==> config.mk <==
export PLATFORM = sky130hd
export DESIGN_NAME = pll_divider_search_core
export DESIGN_NICKNAME = d
export VERILOG_FILES = /design/src/design/pds_pkg.sv /design/src/design/pds_divider.sv /design/src/design/pds_datapath.sv /design/src/design/pds_ctrl.sv /design/src/design/pll_divider_search_core.sv
export SDC_FILE = /design/constraint.sdc
export NUM_CORES = 2
export LEC_CHECK = 0
export ABC_AREA = 1
export BUFFER_PORTS_ARGS = -buffer_cell sky130_fd_sc_hd__buf_2
export CAP_MARGIN = 20
export CORE_UTILIZATION = 30
export CTS_CLUSTER_DIAMETER = 150
export DETAILED_ROUTE_END_ITERATION = 6
export HOLD_SLACK_MARGIN = 0.03
export PLACE_DENSITY_LB_ADDON = 0.25
export SYNTH_ARGS = -nofsm -noshare
export SYNTH_HDL_FRONTEND = slang
export SYNTH_HIERARCHICAL = 1
export SYNTH_SLANG_ARGS = --single-unit
==> constraint.sdc <==
create_clock -name clock -period 24.5 [get_ports clock]
set_clock_uncertainty 0.15 [all_clocks]
set_input_delay 4.9 -clock clock [delete_from_list [all_inputs] [get_ports clock]]
set_output_delay 4.9 -clock clock [all_outputs]
set_load 0.03 [all_outputs]
==> src/design/pds_pkg.sv <==
`timescale 1ns / 1ps
// ----------------------------------------------------------------------------
// PLL divider search package
// Shared constants, widths and controller/datapath command and status types.
// ----------------------------------------------------------------------------
package pds_pkg;

   localparam int FRAC_BITS = 16;

   localparam int REF_W  = 30;
   localparam int FREQ_W = 30;
   localparam int D_W    = 7;
   localparam int M8_W   = 11;
   localparam int O8_W   = 11;
   localparam int AF_W   = 46;
   localparam int DIV_W  = 30;

   localparam int NUM_W = REF_W + M8_W;          // ref * m8
   localparam int DEN_W = D_W + O8_W;            // d * o8, d * fb needs more
   localparam int DFB_W = D_W + FREQ_W;          // d * fb
   localparam int SN_W  = NUM_W + FRAC_BITS;     // num << FRAC_BITS
   localparam int ERR_W = 64;
   localparam int DV_W  = 64;                    // generic divider width
   localparam int DVC_W = 7;                     // divider step counter

   localparam logic [D_W-1:0]  D_MAX  = 7'd106;
   localparam logic [M8_W-1:0] M8_MIN = 11'd16;
   localparam logic [M8_W-1:0] M8_MAX = 11'd1024;
   localparam logic [O8_W-1:0] O8_MIN = 11'd8;
   localparam logic [O8_W-1:0] O8_MAX = 11'd1024;

   localparam logic [63:0] VCO_MIN_HZ = 64'd800000000;
   localparam logic [63:0] VCO_MAX_HZ = 64'd1600000000;
   localparam logic [63:0] PFD_MIN_HZ = 64'd10000000;
   localparam logic [63:0] PFD_MAX_HZ = 64'd500000000;
   localparam logic [63:0] OUT_MAX_HZ = 64'd775000000;
   localparam logic [ERR_W-1:0] TIE_TOL = ERR_W'((64'd1 << FRAC_BITS) / 1000);

   localparam logic [REF_W-1:0] REF_RESET = 30'd100000000;

   // datapath operations
   typedef enum logic [3:0] {
      OP_NONE,
      OP_START,     // latch inputs, clear best
      OP_D_CHECK,   // evaluate d limits
      OP_D_NEXT,
      OP_M_INIT,
      OP_M_CHECK,
      OP_M_NEXT,
      OP_DIV_O,     // launch num / (d*fb)
      OP_SEL_FL,    // pick floor candidate
      OP_SEL_CE,
      OP_DIV_F,     // launch rounded frequency divide
      OP_UPDATE,    // compare and keep best
      OP_DIV_TICK,
      OP_DIV_TF,
      OP_FINISH
   } op_type;

   typedef struct packed {
      op_type op;
   } cmd_type;

   typedef struct packed {
      logic d_stop;     // d beyond range or pfd too low
      logic d_skip;
      logic m_below;
      logic m_above;    // vco too high or m8 past max
      logic o_ok;       // current candidate within o8 limits
      logic div_busy;
      logic has_ceil;   // ceiling differs from floor
      logic have;
   } sts_type;

endpackage

==> src/design/pds_divider.sv <==
`timescale 1ns / 1ps
// ----------------------------------------------------------------------------
// Restoring divider
// Unsigned 64-bit quotient, one bit a cycle.
// ----------------------------------------------------------------------------
module pds_divider (
   input  logic                      clock,
   input  logic                      reset,
   input  logic                      start,
   input  logic [pds_pkg::DV_W-1:0]  dividend,
   input  logic [pds_pkg::DV_W-1:0]  divisor,
   output logic                      busy,
   output logic [pds_pkg::DV_W-1:0]  quotient,
   output logic [pds_pkg::DV_W-1:0]  remainder
);
   import pds_pkg::*;

   logic [DV_W-1:0]  q_ff, q_in, r_ff, r_in, dv_ff, dv_in;
   logic [DVC_W-1:0] cnt_ff, cnt_in;
   logic             busy_ff, busy_in;
   logic [DV_W:0]    trial;

   always_comb begin
      q_in = q_ff; r_in = r_ff; dv_in = dv_ff; cnt_in = cnt_ff; busy_in = busy_ff;
      trial = {r_ff, q_ff[DV_W-1]};
      if (start) begin
         q_in = dividend; r_in = '0; dv_in = divisor;
         cnt_in = DVC_W'(DV_W); busy_in = 1'b1;
      end else if (busy_ff) begin
         // shift in next dividend bit, subtract where it fits
         if (trial >= {1'b0, dv_ff}) begin
            r_in = DV_W'(trial - {1'b0, dv_ff});
            q_in = {q_ff[DV_W-2:0], 1'b1};
         end else begin
            r_in = trial[DV_W-1:0];
            q_in = {q_ff[DV_W-2:0], 1'b0};
         end
         cnt_in = cnt_ff - 1'b1;
         if (cnt_ff == DVC_W'(1)) busy_in = 1'b0;
      end
   end

   always_ff @(posedge clock) begin
      q_ff <= q_in; r_ff <= r_in; dv_ff <= dv_in; cnt_ff <= cnt_in;
      if (reset) busy_ff <= 1'b0;
      else       busy_ff <= busy_in;
   end

   assign busy = busy_ff;
   assign quotient = q_ff;
   assign remainder = r_ff;

   a_cnt : assert property (@(posedge clock) disable iff (reset)
      busy_ff && !start |-> cnt_ff != '0) else $error("divider count lost");
endmodule

==> src/design/pds_datapath.sv <==
`timescale 1ns / 1ps
// ----------------------------------------------------------------------------
// PLL divider search datapath
// Candidate registers, limit compares, best-candidate store, shared divider.
// ----------------------------------------------------------------------------
module pds_datapath (
   input  logic                          clock,
   input  logic                          reset,
   input  pds_pkg::cmd_type              cmd,
   output pds_pkg::sts_type              sts,
   input  logic [pds_pkg::REF_W-1:0]     ref_hz,
   input  logic [pds_pkg::FREQ_W-1:0]    base_hz,
   input  logic [pds_pkg::FREQ_W-1:0]    isr_hz,
   output logic [pds_pkg::D_W-1:0]       best_d,
   output logic [pds_pkg::M8_W-1:0]      best_m,
   output logic [pds_pkg::O8_W-1:0]      best_o,
   output logic [pds_pkg::AF_W-1:0]      best_f,
   output logic [pds_pkg::DIV_W-1:0]     tick_div,
   output logic [pds_pkg::AF_W-1:0]      tick_f
);
   import pds_pkg::*;

   logic [REF_W-1:0]  fref_ff, fref_in;
   logic [FREQ_W-1:0] fb_ff, fb_in, fi_ff, fi_in;
   logic [D_W:0]      d_ff, d_in;
   logic [M8_W-1:0]   m_ff, m_in;
   logic [DV_W-1:0]   fl_ff, fl_in;
   logic              ce_ff, ce_in;
   logic [DV_W-1:0]   o_ff, o_in;
   logic [D_W-1:0]    bd_ff, bd_in;
   logic [M8_W-1:0]   bm_ff, bm_in;
   logic [O8_W-1:0]   bo_ff, bo_in;
   logic [AF_W-1:0]   bf_ff, bf_in, tf_ff, tf_in;
   logic [ERR_W-1:0]  be_ff, be_in;
   logic              bint_ff, bint_in, have_ff, have_in;
   logic [DIV_W-1:0]  td_ff, td_in;
   logic [NUM_W-1:0]  num_ff, num_in;

   logic              dv_start;
   logic [DV_W-1:0]   dv_a, dv_b, dv_q, dv_r;
   logic              dv_busy;

   pds_divider u_div (
      .clock(clock), .reset(reset), .start(dv_start), .dividend(dv_a),
      .divisor(dv_b), .busy(dv_busy), .quotient(dv_q), .remainder(dv_r)
   );

   logic [63:0] d64, lim64, dd64, f64, tgt64, err64, diff64, den64;
   logic        integ, take;

   always_comb begin
      d64   = 64'(d_ff);
      lim64 = d64 << 3;
      dd64  = d64 * 64'(o_ff[O8_W-1:0]);
      f64   = dv_q;
      tgt64 = 64'(fb_ff) << FRAC_BITS;
      err64 = (f64 > tgt64) ? f64 - tgt64 : tgt64 - f64;
      diff64 = (err64 > be_ff) ? err64 - be_ff : be_ff - err64;
      integ = (m_ff[2:0] == 3'd0) && (o_ff[2:0] == 3'd0);
      take  = !have_ff || (err64 + TIE_TOL < be_ff) ||
              (diff64 <= TIE_TOL && integ && !bint_ff);
      den64 = (fi_ff == '0) ? (64'd1 << FRAC_BITS) : (64'(fi_ff) << FRAC_BITS);

      sts.d_stop   = (d_ff > 8'(D_MAX)) || (64'(fref_ff) < PFD_MIN_HZ * d64);
      sts.d_skip   = 64'(fref_ff) > PFD_MAX_HZ * d64;
      sts.m_below  = 64'(num_ff) < VCO_MIN_HZ * lim64;
      sts.m_above  = (m_ff > M8_MAX) || (64'(num_ff) > VCO_MAX_HZ * lim64);
      sts.o_ok     = (o_ff >= 64'(O8_MIN)) && (o_ff <= 64'(O8_MAX));
      sts.div_busy = dv_busy;
      sts.has_ceil = ce_ff;
      sts.have     = have_ff;
   end

   always_comb begin
      fref_in = fref_ff; fb_in = fb_ff; fi_in = fi_ff; d_in = d_ff; m_in = m_ff;
      fl_in = fl_ff; ce_in = ce_ff; o_in = o_ff; bd_in = bd_ff; bm_in = bm_ff;
      bo_in = bo_ff; bf_in = bf_ff; be_in = be_ff; bint_in = bint_ff;
      have_in = have_ff; td_in = td_ff; tf_in = tf_ff; num_in = num_ff;
      dv_start = 1'b0; dv_a = '0; dv_b = '0;
      case (cmd.op)
         OP_START: begin
            fref_in = ref_hz; fb_in = base_hz; fi_in = isr_hz;
            d_in = 8'd1; have_in = 1'b0; bint_in = 1'b0; be_in = '0;
            bd_in = '0; bm_in = '0; bo_in = '0; bf_in = '0; td_in = '0; tf_in = '0;
         end
         OP_D_NEXT:  d_in = d_ff + 1'b1;
         OP_M_INIT: begin
            m_in = M8_MIN;
            num_in = NUM_W'(fref_ff) * NUM_W'(M8_MIN);
         end
         OP_M_NEXT: begin
            m_in = m_ff + 1'b1;
            num_in = NUM_W'(fref_ff) * NUM_W'(m_ff + 1'b1);
         end
         OP_DIV_O: begin
            dv_start = 1'b1; dv_a = 64'(num_ff); dv_b = d64 * 64'(fb_ff);
         end
         OP_SEL_FL: begin
            fl_in = dv_q; ce_in = (dv_r != '0); o_in = dv_q;
         end
         OP_SEL_CE:  o_in = fl_ff + 64'd1;
         OP_DIV_F: begin
            // rounded half up: (num << F + dd/2) / dd
            dv_start = 1'b1;
            dv_a = (64'(num_ff) << FRAC_BITS) + (dd64 >> 1);
            dv_b = dd64;
         end
         OP_UPDATE: begin
            if (take) begin
               have_in = 1'b1; be_in = err64; bint_in = integ;
               bd_in = d_ff[D_W-1:0]; bm_in = m_ff; bo_in = o_ff[O8_W-1:0];
               bf_in = AF_W'(f64);
            end
         end
         OP_DIV_TICK: begin
            dv_start = 1'b1;
            dv_a = (64'(bf_ff) << 1) + den64;
            dv_b = den64 << 1;
         end
         OP_DIV_TF: begin
            if (64'(bf_ff) < den64 || dv_q == '0) td_in = DIV_W'(1);
            else if (dv_q > 64'h3FFF_FFFF)        td_in = '1;
            else                                  td_in = dv_q[DIV_W-1:0];
            dv_start = 1'b1;
            if (64'(bf_ff) < den64 || dv_q == '0) begin
               dv_a = 64'(bf_ff); dv_b = 64'd1;
            end else if (dv_q > 64'h3FFF_FFFF) begin
               dv_a = 64'(bf_ff) + 64'h1FFF_FFFF; dv_b = 64'h3FFF_FFFF;
            end else begin
               dv_a = 64'(bf_ff) + (dv_q >> 1); dv_b = dv_q;
            end
         end
         OP_FINISH:  tf_in = AF_W'(dv_q);
         default: ;
      endcase
   end

   always_ff @(posedge clock) begin
      fref_ff <= fref_in; fb_ff <= fb_in; fi_ff <= fi_in; d_ff <= d_in;
      m_ff <= m_in; fl_ff <= fl_in; ce_ff <= ce_in; o_ff <= o_in;
      bd_ff <= bd_in; bm_ff <= bm_in; bo_ff <= bo_in; bf_ff <= bf_in;
      be_ff <= be_in; bint_ff <= bint_in; td_ff <= td_in; tf_ff <= tf_in;
      num_ff <= num_in;
      if (reset) have_ff <= 1'b0;
      else       have_ff <= have_in;
   end

   assign best_d = bd_ff;
   assign best_m = bm_ff;
   assign best_o = bo_ff;
   assign best_f = bf_ff;
   assign tick_div = td_ff;
   assign tick_f = tf_ff;

   a_best : assert property (@(posedge clock) disable iff (reset)
      have_ff |-> bd_ff != '0 && bo_ff >= O8_MIN) else $error("best setting illegal");
   a_upd : assert property (@(posedge clock) disable iff (reset)
      cmd.op == OP_UPDATE |=> have_ff) else $error("update kept nothing");
   a_dv : assert property (@(posedge clock) disable iff (reset)
      dv_start |=> dv_busy) else $error("divider did not start");
endmodule

==> src/design/pds_ctrl.sv <==
`timescale 1ns / 1ps
// ----------------------------------------------------------------------------
// PLL divider search controller
// Sequences the D, M and floor/ceiling loops and the final tick divides.
// ----------------------------------------------------------------------------
module pds_ctrl (
   input  logic             clock,
   input  logic             reset,
   input  logic             start,
   input  logic             base_ok,
   output logic             idle,
   output logic             done,
   output pds_pkg::cmd_type cmd,
   input  pds_pkg::sts_type sts
);
   import pds_pkg::*;

   localparam logic [3:0] S_IDLE = 4'd0, S_DCHK = 4'd1, S_MINIT = 4'd2,
      S_MCHK = 4'd3, S_ODIV = 4'd4, S_OWAIT = 4'd5, S_FL = 4'd6, S_FWAIT = 4'd7,
      S_UPD = 4'd8, S_CE = 4'd9, S_TICK = 4'd10, S_TWAIT = 4'd11, S_TFWAIT = 4'd12,
      S_DONE = 4'd13, S_MNEXT = 4'd14, S_DNEXT = 4'd15;

   logic [3:0] st_ff, st_in;
   logic       ce_ff, ce_in;

   always_comb begin
      st_in = st_ff; ce_in = ce_ff; cmd.op = OP_NONE; done = 1'b0;
      case (st_ff)
         S_IDLE: if (start) begin
            cmd.op = OP_START;
            st_in = base_ok ? S_DCHK : S_DONE;
         end
         S_DCHK: begin
            if (sts.d_stop)      st_in = sts.have ? S_TICK : S_DONE;
            else if (sts.d_skip) st_in = S_DNEXT;
            else                 st_in = S_MINIT;
         end
         S_DNEXT: begin cmd.op = OP_D_NEXT; st_in = S_DCHK; end
         S_MINIT: begin cmd.op = OP_M_INIT; st_in = S_MCHK; end
         S_MCHK: begin
            if (sts.m_above)      st_in = S_DNEXT;
            else if (sts.m_below) st_in = S_MNEXT;
            else                  st_in = S_ODIV;
         end
         S_MNEXT: begin cmd.op = OP_M_NEXT; st_in = S_MCHK; end
         S_ODIV: begin cmd.op = OP_DIV_O; st_in = S_OWAIT; end
         S_OWAIT: if (!sts.div_busy) begin
            cmd.op = OP_SEL_FL; ce_in = 1'b0; st_in = S_FL;
         end
         S_FL: begin
            if (sts.o_ok) begin cmd.op = OP_DIV_F; st_in = S_FWAIT; end
            else          st_in = S_CE;
         end
         S_FWAIT: if (!sts.div_busy) st_in = S_UPD;
         S_UPD: begin cmd.op = OP_UPDATE; st_in = S_CE; end
         S_CE: begin
            if (!ce_ff && sts.has_ceil) begin
               cmd.op = OP_SEL_CE; ce_in = 1'b1; st_in = S_FL;
            end else st_in = S_MNEXT;
         end
         S_TICK: begin cmd.op = OP_DIV_TICK; st_in = S_TWAIT; end
         S_TWAIT: if (!sts.div_busy) begin cmd.op = OP_DIV_TF; st_in = S_TFWAIT; end
         S_TFWAIT: if (!sts.div_busy) begin cmd.op = OP_FINISH; st_in = S_DONE; end
         S_DONE: begin done = 1'b1; st_in = S_IDLE; end
         default: st_in = S_IDLE;
      endcase
   end

   always_ff @(posedge clock) begin
      if (reset) begin
         st_ff <= S_IDLE; ce_ff <= 1'b0;
      end else begin
         st_ff <= st_in; ce_ff <= ce_in;
      end
   end

   assign idle = (st_ff == S_IDLE);

   a_done : assert property (@(posedge clock) disable iff (reset)
      done |=> idle) else $error("done not followed by idle");
   a_start : assert property (@(posedge clock) disable iff (reset)
      !idle |-> cmd.op != OP_START) else $error("start while busy");
   a_upd : assert property (@(posedge clock) disable iff (reset)
      cmd.op == OP_UPDATE |-> $past(st_ff) == S_FWAIT) else $error("update out of order");
endmodule

==> src/design/pll_divider_search_core.sv <==
`timescale 1ns / 1ps
// ----------------------------------------------------------------------------
// PLL divider search core
// Finds D, M and O for a wanted output frequency and a tick divider.
// ----------------------------------------------------------------------------
//  channel  dir  contents
//  req_     in   tdata: target_base_hz[29:0], target_isr_hz[59:30]
//  rsp_     out  tdata: input_divide, feedback_mult_eighths, output_divide_eighths,
//                achieved_base_freq, tick_divider, achieved_tick_freq; tuser: found
//  csr_     in   reference_freq_hz
//
// One request at a time. Each (D, M) pair in the VCO window takes a floor
// divide and up to two frequency divides, all in the one shared 64-bit
// bit-serial divider. Reset is synchronous and drops any search. A result
// waiting in the output register stalls the next search only.
// ----------------------------------------------------------------------------
module pll_divider_search_core (
   input  logic          clock,
   input  logic          reset,
   input  logic          req_tvalid,
   output logic          req_tready,
   input  logic [63:0]   req_tdata,   // target_base_hz, target_isr_hz, zero fill
   output logic          rsp_tvalid,
   input  logic          rsp_tready,
   output logic [151:0]  rsp_tdata,   // input_divide, feedback_mult_eighths,
                                      // output_divide_eighths, achieved_base_freq,
                                      // tick_divider, achieved_tick_freq, zero fill
   output logic          rsp_tuser,   // found
   input  logic          csr_we,
   input  logic [29:0]   csr_wdata
);
   import pds_pkg::*;

   logic [REF_W-1:0] ref_ff, ref_in;
   logic             idle, done, start, base_ok;
   cmd_type          cmd;
   sts_type          sts;
   logic [D_W-1:0]   bd;
   logic [M8_W-1:0]  bm;
   logic [O8_W-1:0]  bo;
   logic [AF_W-1:0]  bf, tf;
   logic [DIV_W-1:0] td;
   logic             vld_ff, vld_in, fnd_ff, fnd_in;
   logic [151:0]     dat_ff, dat_in;

   assign ref_in = csr_we ? csr_wdata : ref_ff;
   assign req_tready = idle && !vld_ff;
   assign start = req_tvalid && req_tready;
   assign base_ok = (req_tdata[29:0] != '0) && (64'(req_tdata[29:0]) <= OUT_MAX_HZ);

   pds_ctrl u_ctrl (
      .clock(clock), .reset(reset), .start(start), .base_ok(base_ok),
      .idle(idle), .done(done), .cmd(cmd), .sts(sts)
   );

   pds_datapath u_dp (
      .clock(clock), .reset(reset), .cmd(cmd), .sts(sts), .ref_hz(ref_ff),
      .base_hz(req_tdata[29:0]), .isr_hz(req_tdata[59:30]),
      .best_d(bd), .best_m(bm), .best_o(bo), .best_f(bf), .tick_div(td), .tick_f(tf)
   );

   always_comb begin
      vld_in = vld_ff; fnd_in = fnd_ff; dat_in = dat_ff;
      if (vld_ff && rsp_tready) vld_in = 1'b0;
      if (done) begin
         vld_in = 1'b1;
         fnd_in = sts.have;
         dat_in = sts.have ? {1'b0, tf, td, bf, bo, bm, bd} : '0;
      end
   end

   always_ff @(posedge clock) begin
      dat_ff <= dat_in; fnd_ff <= fnd_in;
      if (reset) begin
         vld_ff <= 1'b0; ref_ff <= REF_RESET;
      end else begin
         vld_ff <= vld_in; ref_ff <= ref_in;
      end
   end

   assign rsp_tvalid = vld_ff;
   assign rsp_tdata = dat_ff;
   assign rsp_tuser = fnd_ff;

   a_hold : assert property (@(posedge clock) disable iff (reset)
      vld_ff && !rsp_tready |=> vld_ff) else $error("result dropped");
   a_nostart : assert property (@(posedge clock) disable iff (reset)
      vld_ff |-> !start) else $error("search started over waiting result");
   a_found : assert property (@(posedge clock) disable iff (reset)
      vld_ff && fnd_ff |-> dat_ff[6:0] != '0) else $error("found without divider");
endmodule
# ---- Word level (Yosys, flattened, before mapping)
# Cells that the tools add are included.
dict set report classes {
  eq_ne 35
  multipliers 7
  order_cmp 16
  addsub 15
  muxes 66
  n_reduce_logical 39
}
# op count
set ops {}
lappend ops {{two-way mux 64 bit} 10}
lappend ops {{one-hot mux 64 bit (4 select lines)} 2}
lappend ops {{one-hot mux 64 bit (2 select lines)} 2}
lappend ops {{subtractor 64 bit} 3}
lappend ops {{one-hot mux 46 bit (2 select lines)} 2}
lappend ops {{two-way mux 46 bit} 2}
lappend ops {{one-hot mux 41 bit (2 select lines)} 1}
lappend ops {{two-way mux 4 bit} 17}
lappend ops {{one-hot mux 11 bit (2 select lines)} 3}
lappend ops {{>= comparator 65 x 64 -> 1 bit} 1}
lappend ops {{adder 46 x 63 -> 64 bit} 1}
lappend ops {{adder 47 x 64 -> 64 bit} 1}
lappend ops {{adder 64 x 1 -> 64 bit, second input constant} 1}
lappend ops {{adder 64 x 7 -> 64 bit, second input constant} 1}
lappend ops {{>= comparator 64 x 4 -> 1 bit, second input constant} 1}
lappend ops {{> comparator 41 x 64 -> 1 bit} 1}
lappend ops {{> comparator 64 x 30 -> 1 bit, second input constant} 1}
lappend ops {{> comparator 64 x 46 -> 1 bit} 1}
lappend ops {{> comparator 64 bit} 1}
lappend ops {{less-or-equal comparator 64 x 11 -> 1 bit, second input constant} 1}
lappend ops {{less-or-equal comparator 64 x 7 -> 1 bit, second input constant} 1}
lappend ops {{zero test 64 bit} 1}
lappend ops {{less-than comparator 41 x 64 -> 1 bit} 1}
lappend ops {{less-than comparator 46 x 64 -> 1 bit} 1}
lappend ops {{52 further kinds} 121}
dict set report totals {
  out_inout_bits 155
  in_bits 99
  ff_bits 885
  word_cells 208
}

# ---- Depth between registers and ports, before layout
dict set report logic_depth {
  depth_word 10
  mapped_depth 46
  ltp_nobuf 44
}

# ---- By module
# The synthesis kept the hierarchy.
# module n_inst cells_each area_per_inst_um2
set modules_own_cells {}
lappend modules_own_cells {pds_datapath 1 11632 80159.4}
lappend modules_own_cells {pds_divider 1 2202 14371.3}
lappend modules_own_cells {pll_divider_search_core 1 684 7221.9}
lappend modules_own_cells {pds_ctrl 1 118 601.8}

# ---- Worst setup path before layout
# No wires, ideal clock.
dict set report synth_timing {
  kind {input to register}
  startpoint {in req_tvalid}
  endpoint {reg u_dp.u_div.q_ff[0], in the netlist u_dp/u_div/quotient[0], enable pin}
  path_stages 12
  path_buffers 4
  t_arrival_ns 10.715
  setup_time_ns 0.454
  path_slack_ns 13.181
  path_cell_list {nor3b_1 -> nand2_1 -> nand4_1 -> nor3_1 -> inv_1 -> clkbuf_1 -> clkbuf_1 -> nand4_1 -> clkbuf_1 -> nor2_1 -> clkinv_1 -> clkbuf_1}
}
# element line
set synth_rtl {}
lappend synth_rtl {{from (decl)} pll_divider_search_core.sv:20} ;# input logic req_tvalid,
lappend synth_rtl {{to (signal assigned)} pds_divider.sv:44} ;# q_ff <= q_in; r_ff <= r_in; dv_ff <= dv_in; cnt_ff <= cnt_in;
lappend synth_rtl {{to (decl)} pds_divider.sv:18} ;# logic [DV_W-1:0] q_ff, q_in, r_ff, r_in, dv_ff, dv_in;

# ---- Final worst setup path
dict set report layout_timing {
  startpoint {reg u_dp.u_div.q_ff[16], in the netlist u_dp/u_div/quotient[16]}
  endpoint {reg u_dp.be_ff[6], enable pin}
}
dict set report layout_via {
  elab_chain_len 10
  word_cells_on_any_way 17
  cone_classes {add/sub (5); order compare (4); eq/ne (1); mux (2); reduce/logical (5)}
}
# element line
set layout_lines {}
lappend layout_lines {{subtractor 46 x 64 -> 64 bit, or another cell as far along} pds_datapath.sv:57} ;# err64 = (f64 > tgt64) ? f64 - tgt64 : tgt64 - f64;
lappend layout_lines {{two-way mux 64 bit *} pds_datapath.sv:57}
lappend layout_lines {{via u_dp.err64[44]} pds_datapath.sv:48} ;# logic [63:0] d64, lim64, dd64, f64, tgt64, err64, diff64, den64;
lappend layout_lines {{subtractor 64 bit / > comparator 64 bit (equally long branches)} pds_datapath.sv:58} ;# diff64 = (err64 > be_ff) ? err64 - be_ff : be_ff - err64;
lappend layout_lines {{two-way mux 64 bit} pds_datapath.sv:58}
lappend layout_lines {{less-or-equal comparator 64 x 7 -> 1 bit} pds_datapath.sv:61} ;# (diff64 <= TIE_TOL && integ && !bint_ff);
lappend layout_lines {{logical AND 1 bit (2 in a row)} pds_datapath.sv:61}
lappend layout_lines {{logical OR 1 bit *} pds_datapath.sv:60} ;# take = !have_ff || (err64 + TIE_TOL < be_ff) ||
lappend layout_lines {{!= test 2 x 1 -> 1 bit (no source line) *} --}
lappend layout_lines {{AND reduction 2 bit (no source line) *} --}
lappend layout_lines {{to (signal assigned)} pds_datapath.sv:142} ;# be_ff <= be_in; bint_ff <= bint_in; td_ff <= td_in; tf_ff <= tf_in;
lappend layout_lines {{to (decl)} pds_datapath.sv:34} ;# logic [ERR_W-1:0] be_ff, be_in;
# The timed path passes the listed nets; every way through them passes the cells marked *.
# A chain may end at the register's enable or synchronous reset.

==> flow_summary.toml <==
[global_routing]
grt_max_degree = 135
grt_pass1_wl_um = 629000
grt_overflow_total = 0
antenna_found_initial = 46
globalRouteTotalUtil_pct = 25.0
grt_pass1_vias = 90800

[timing]
fin_setup_tns_ns = 0
fin_crit_sh_pct = 44.6
drv_slew = 0
min_period_ns = 10.92
worstMarginPinSlew_ns = 1.43
hold_viol = 0
setup_viol_count_final = 0
rsz0062_at_grt = "false"
clock.fmax_mhz = 91.6
relSlewSlack_pct = 3.72

[clocking]
cts_sinks = 883
postCtsSetupBuffers = 0
cts_tree = "yes"
cts_hold_buf = 0
numCtsBuffers = 111
cts_buffer_depth = 4
cts-root-buf = "clkbuf_16"
htreeDepth = 3
cts.repair.resized = 0
clkLatencyLatePin_ns = 0.92
clkTransAtPathRegs_ns = 0.06

[final_layout]
drive_gt1_share_pct = 6.32
final_common_cell = "nand2_1"
layout.nets = 16400
syn_to_final_growth_pct = 10.2
final_cell_mix = "nand2_1, inv_1, nor2_1"

[logic_synthesis]
seq_area_frac_synth_pct = 24.8
yosys_warnings = 6
synth_edf_count = 774
synthFlopType = "edfxtp_1"
synth_top_area_share_pct = 22.7
avgSynthCellArea_um2 = 6.99
async_reset_ff_share_pct = 0
synthesis.area_um2 = 102000
ys_types = 74
synthTopCellsByArea = "edfxtp_1, nand2_1, fa_1, ha_1, inv_1"
netlist_instances = 14600
yosys.area.top_type = "edfxtp_1"
yosys_register_bits = 883

[route]
ant_nets = 0
drt_iter0_drc = 10800
wl_per_cell_um = 22.6
vias = 97600
dr.pass1.iters = 6
vias_per_cell = 5.02
routed_wl_um = 438000
drc = 0

[setup_path]
end_kind = "flop"
r2r_setup_slack_ns = 13.58
cpPeakStageDelay_ns = 0.78
critPathArrivalTime_ns = 11.30
critical_path_class = "reg2reg"
crit_fanout = 53
cp-start-kind = "flop"
crit_required_ns = 24.88
slowest_stage = "inv_2"
crit_top_cell = "nand2_1"

[die]
die_x_um = 586
die_area_um2 = 344000
core_um2 = 340000
io_pins = 254
initial_utilization_pct = 30.1
rows = 214
fp.dieH_um = 586

[placed_design]
io_buffers = 248
finalWeightedCongestion = 1.01
hpwl_um = 361000

[min_path]
hold_class = "reg2reg"

[run_status]
status = "finished clean"

[run]
max_cap_violations = 0
## worst paths after layout
path                          end  cells past startpoint                    start
hold reg to reg   u_dp/fref_ff[0]                      0                ref_ff[0]
hold / removal    u_dp/fref_ff[0]                      0                ref_ff[0]
setup / recovery    u_dp/be_ff[6]                     39  u_dp/u_div/quotient[16]
setup reg to reg    u_dp/be_ff[6]                     39  u_dp/u_div/quotient[16]
## registers in the layout, indices dropped and copies added, names as in the netlist, 41 cells and up
signal,count
rsp_tdata,151
u_dp/num_ff,41
u_dp/u_div/remainder,64
u_dp/fl_ff,64
u_dp/best_f,45
u_dp/tick_f,46
u_dp/be_ff,64
u_dp/u_div/quotient,64
u_dp/o_ff,64
u_dp/u_div/dv_ff,64
## cell type report
type                            instances  area [um^2]
Fill cell                           37500       227000
Multi-Input combinational cell      10600        64900
Sequential cell                       883        25400
Inverter                             2780        10400
Tap cell                             4536         5680
Clock buffer                          124         2920
Timing Repair Buffer                  410         2540
Clock inverter                         75          798
Antenna cell                           26         65.1
## metal layers
metal	vias to the layer above	track usage, %	share of wire, %
li1	46400	-	-
met2	3815	37.5	42
met1	46900	36.1	46
met5	-	0	0.032
met3	478	4.44	8.9
met4	18	7.67	3.1
## worst max-delay path: cells and delay by family, from the launching register on
family	cells	cell delay (ns)
fa+ha+maj	3	1.37
simple gates	29	5.45
buf+inv	7	2.94
flops	1	0.53
## kinds of logic (layout without fill, tap and decap cells)
logic type / count (synthesis) / in the layout / share of synthesized area [%]
AOI/OAI and AO/OA: 1660 / 1660 / 9.00
xor gates and xnor gates: 353 / 353 / 3.02
adders and majority gates: 1477 / 1477 / 22.5
buffers and inverters: 3168 / 3389 / 11.9
DFF: 883 / 883 / 24.8
muxes: 1 / 1 / 0.00978
other: 2 / 50 / 0.00734
and+or+nand+nor: 7092 / 7092 / 28.7
## per-stage QoR
stage                     utilization (%)  setup WS [ns]  cells  hold slack [ns]  area (um^2)
after floorplan                         -          13.18  14700            0.253       102000
final                                33.2          13.58  19400            0.276       113000
after global placement               32.1          13.68  19200            0.257       109000
after CTS                            33.2          13.77  19400            0.274       113000
after detailed placement             32.1          13.80  19200            0.260       109000
after global routing                 33.2          13.28  19400            0.282       113000
## cells in the mapped netlist, drive strengths merged (33+ instances only)
cell       n
a21o      36
a21oi    717
a31oi     49
buf       92
clkbuf   296
dfxtp    109
edfxtp   774
fa       612
ha       865
inv     2769
nand2   4467
nand3    702
nand3b    49
nand4    189
nor2    1363
nor3     163
nor4      96
o21ai    617
o21bai    54
or2       33
xnor2    112
xor2     241
Power is not shown: default switching activity piles up to over one toggle a cycle in this logic, so the estimate is an artifact.
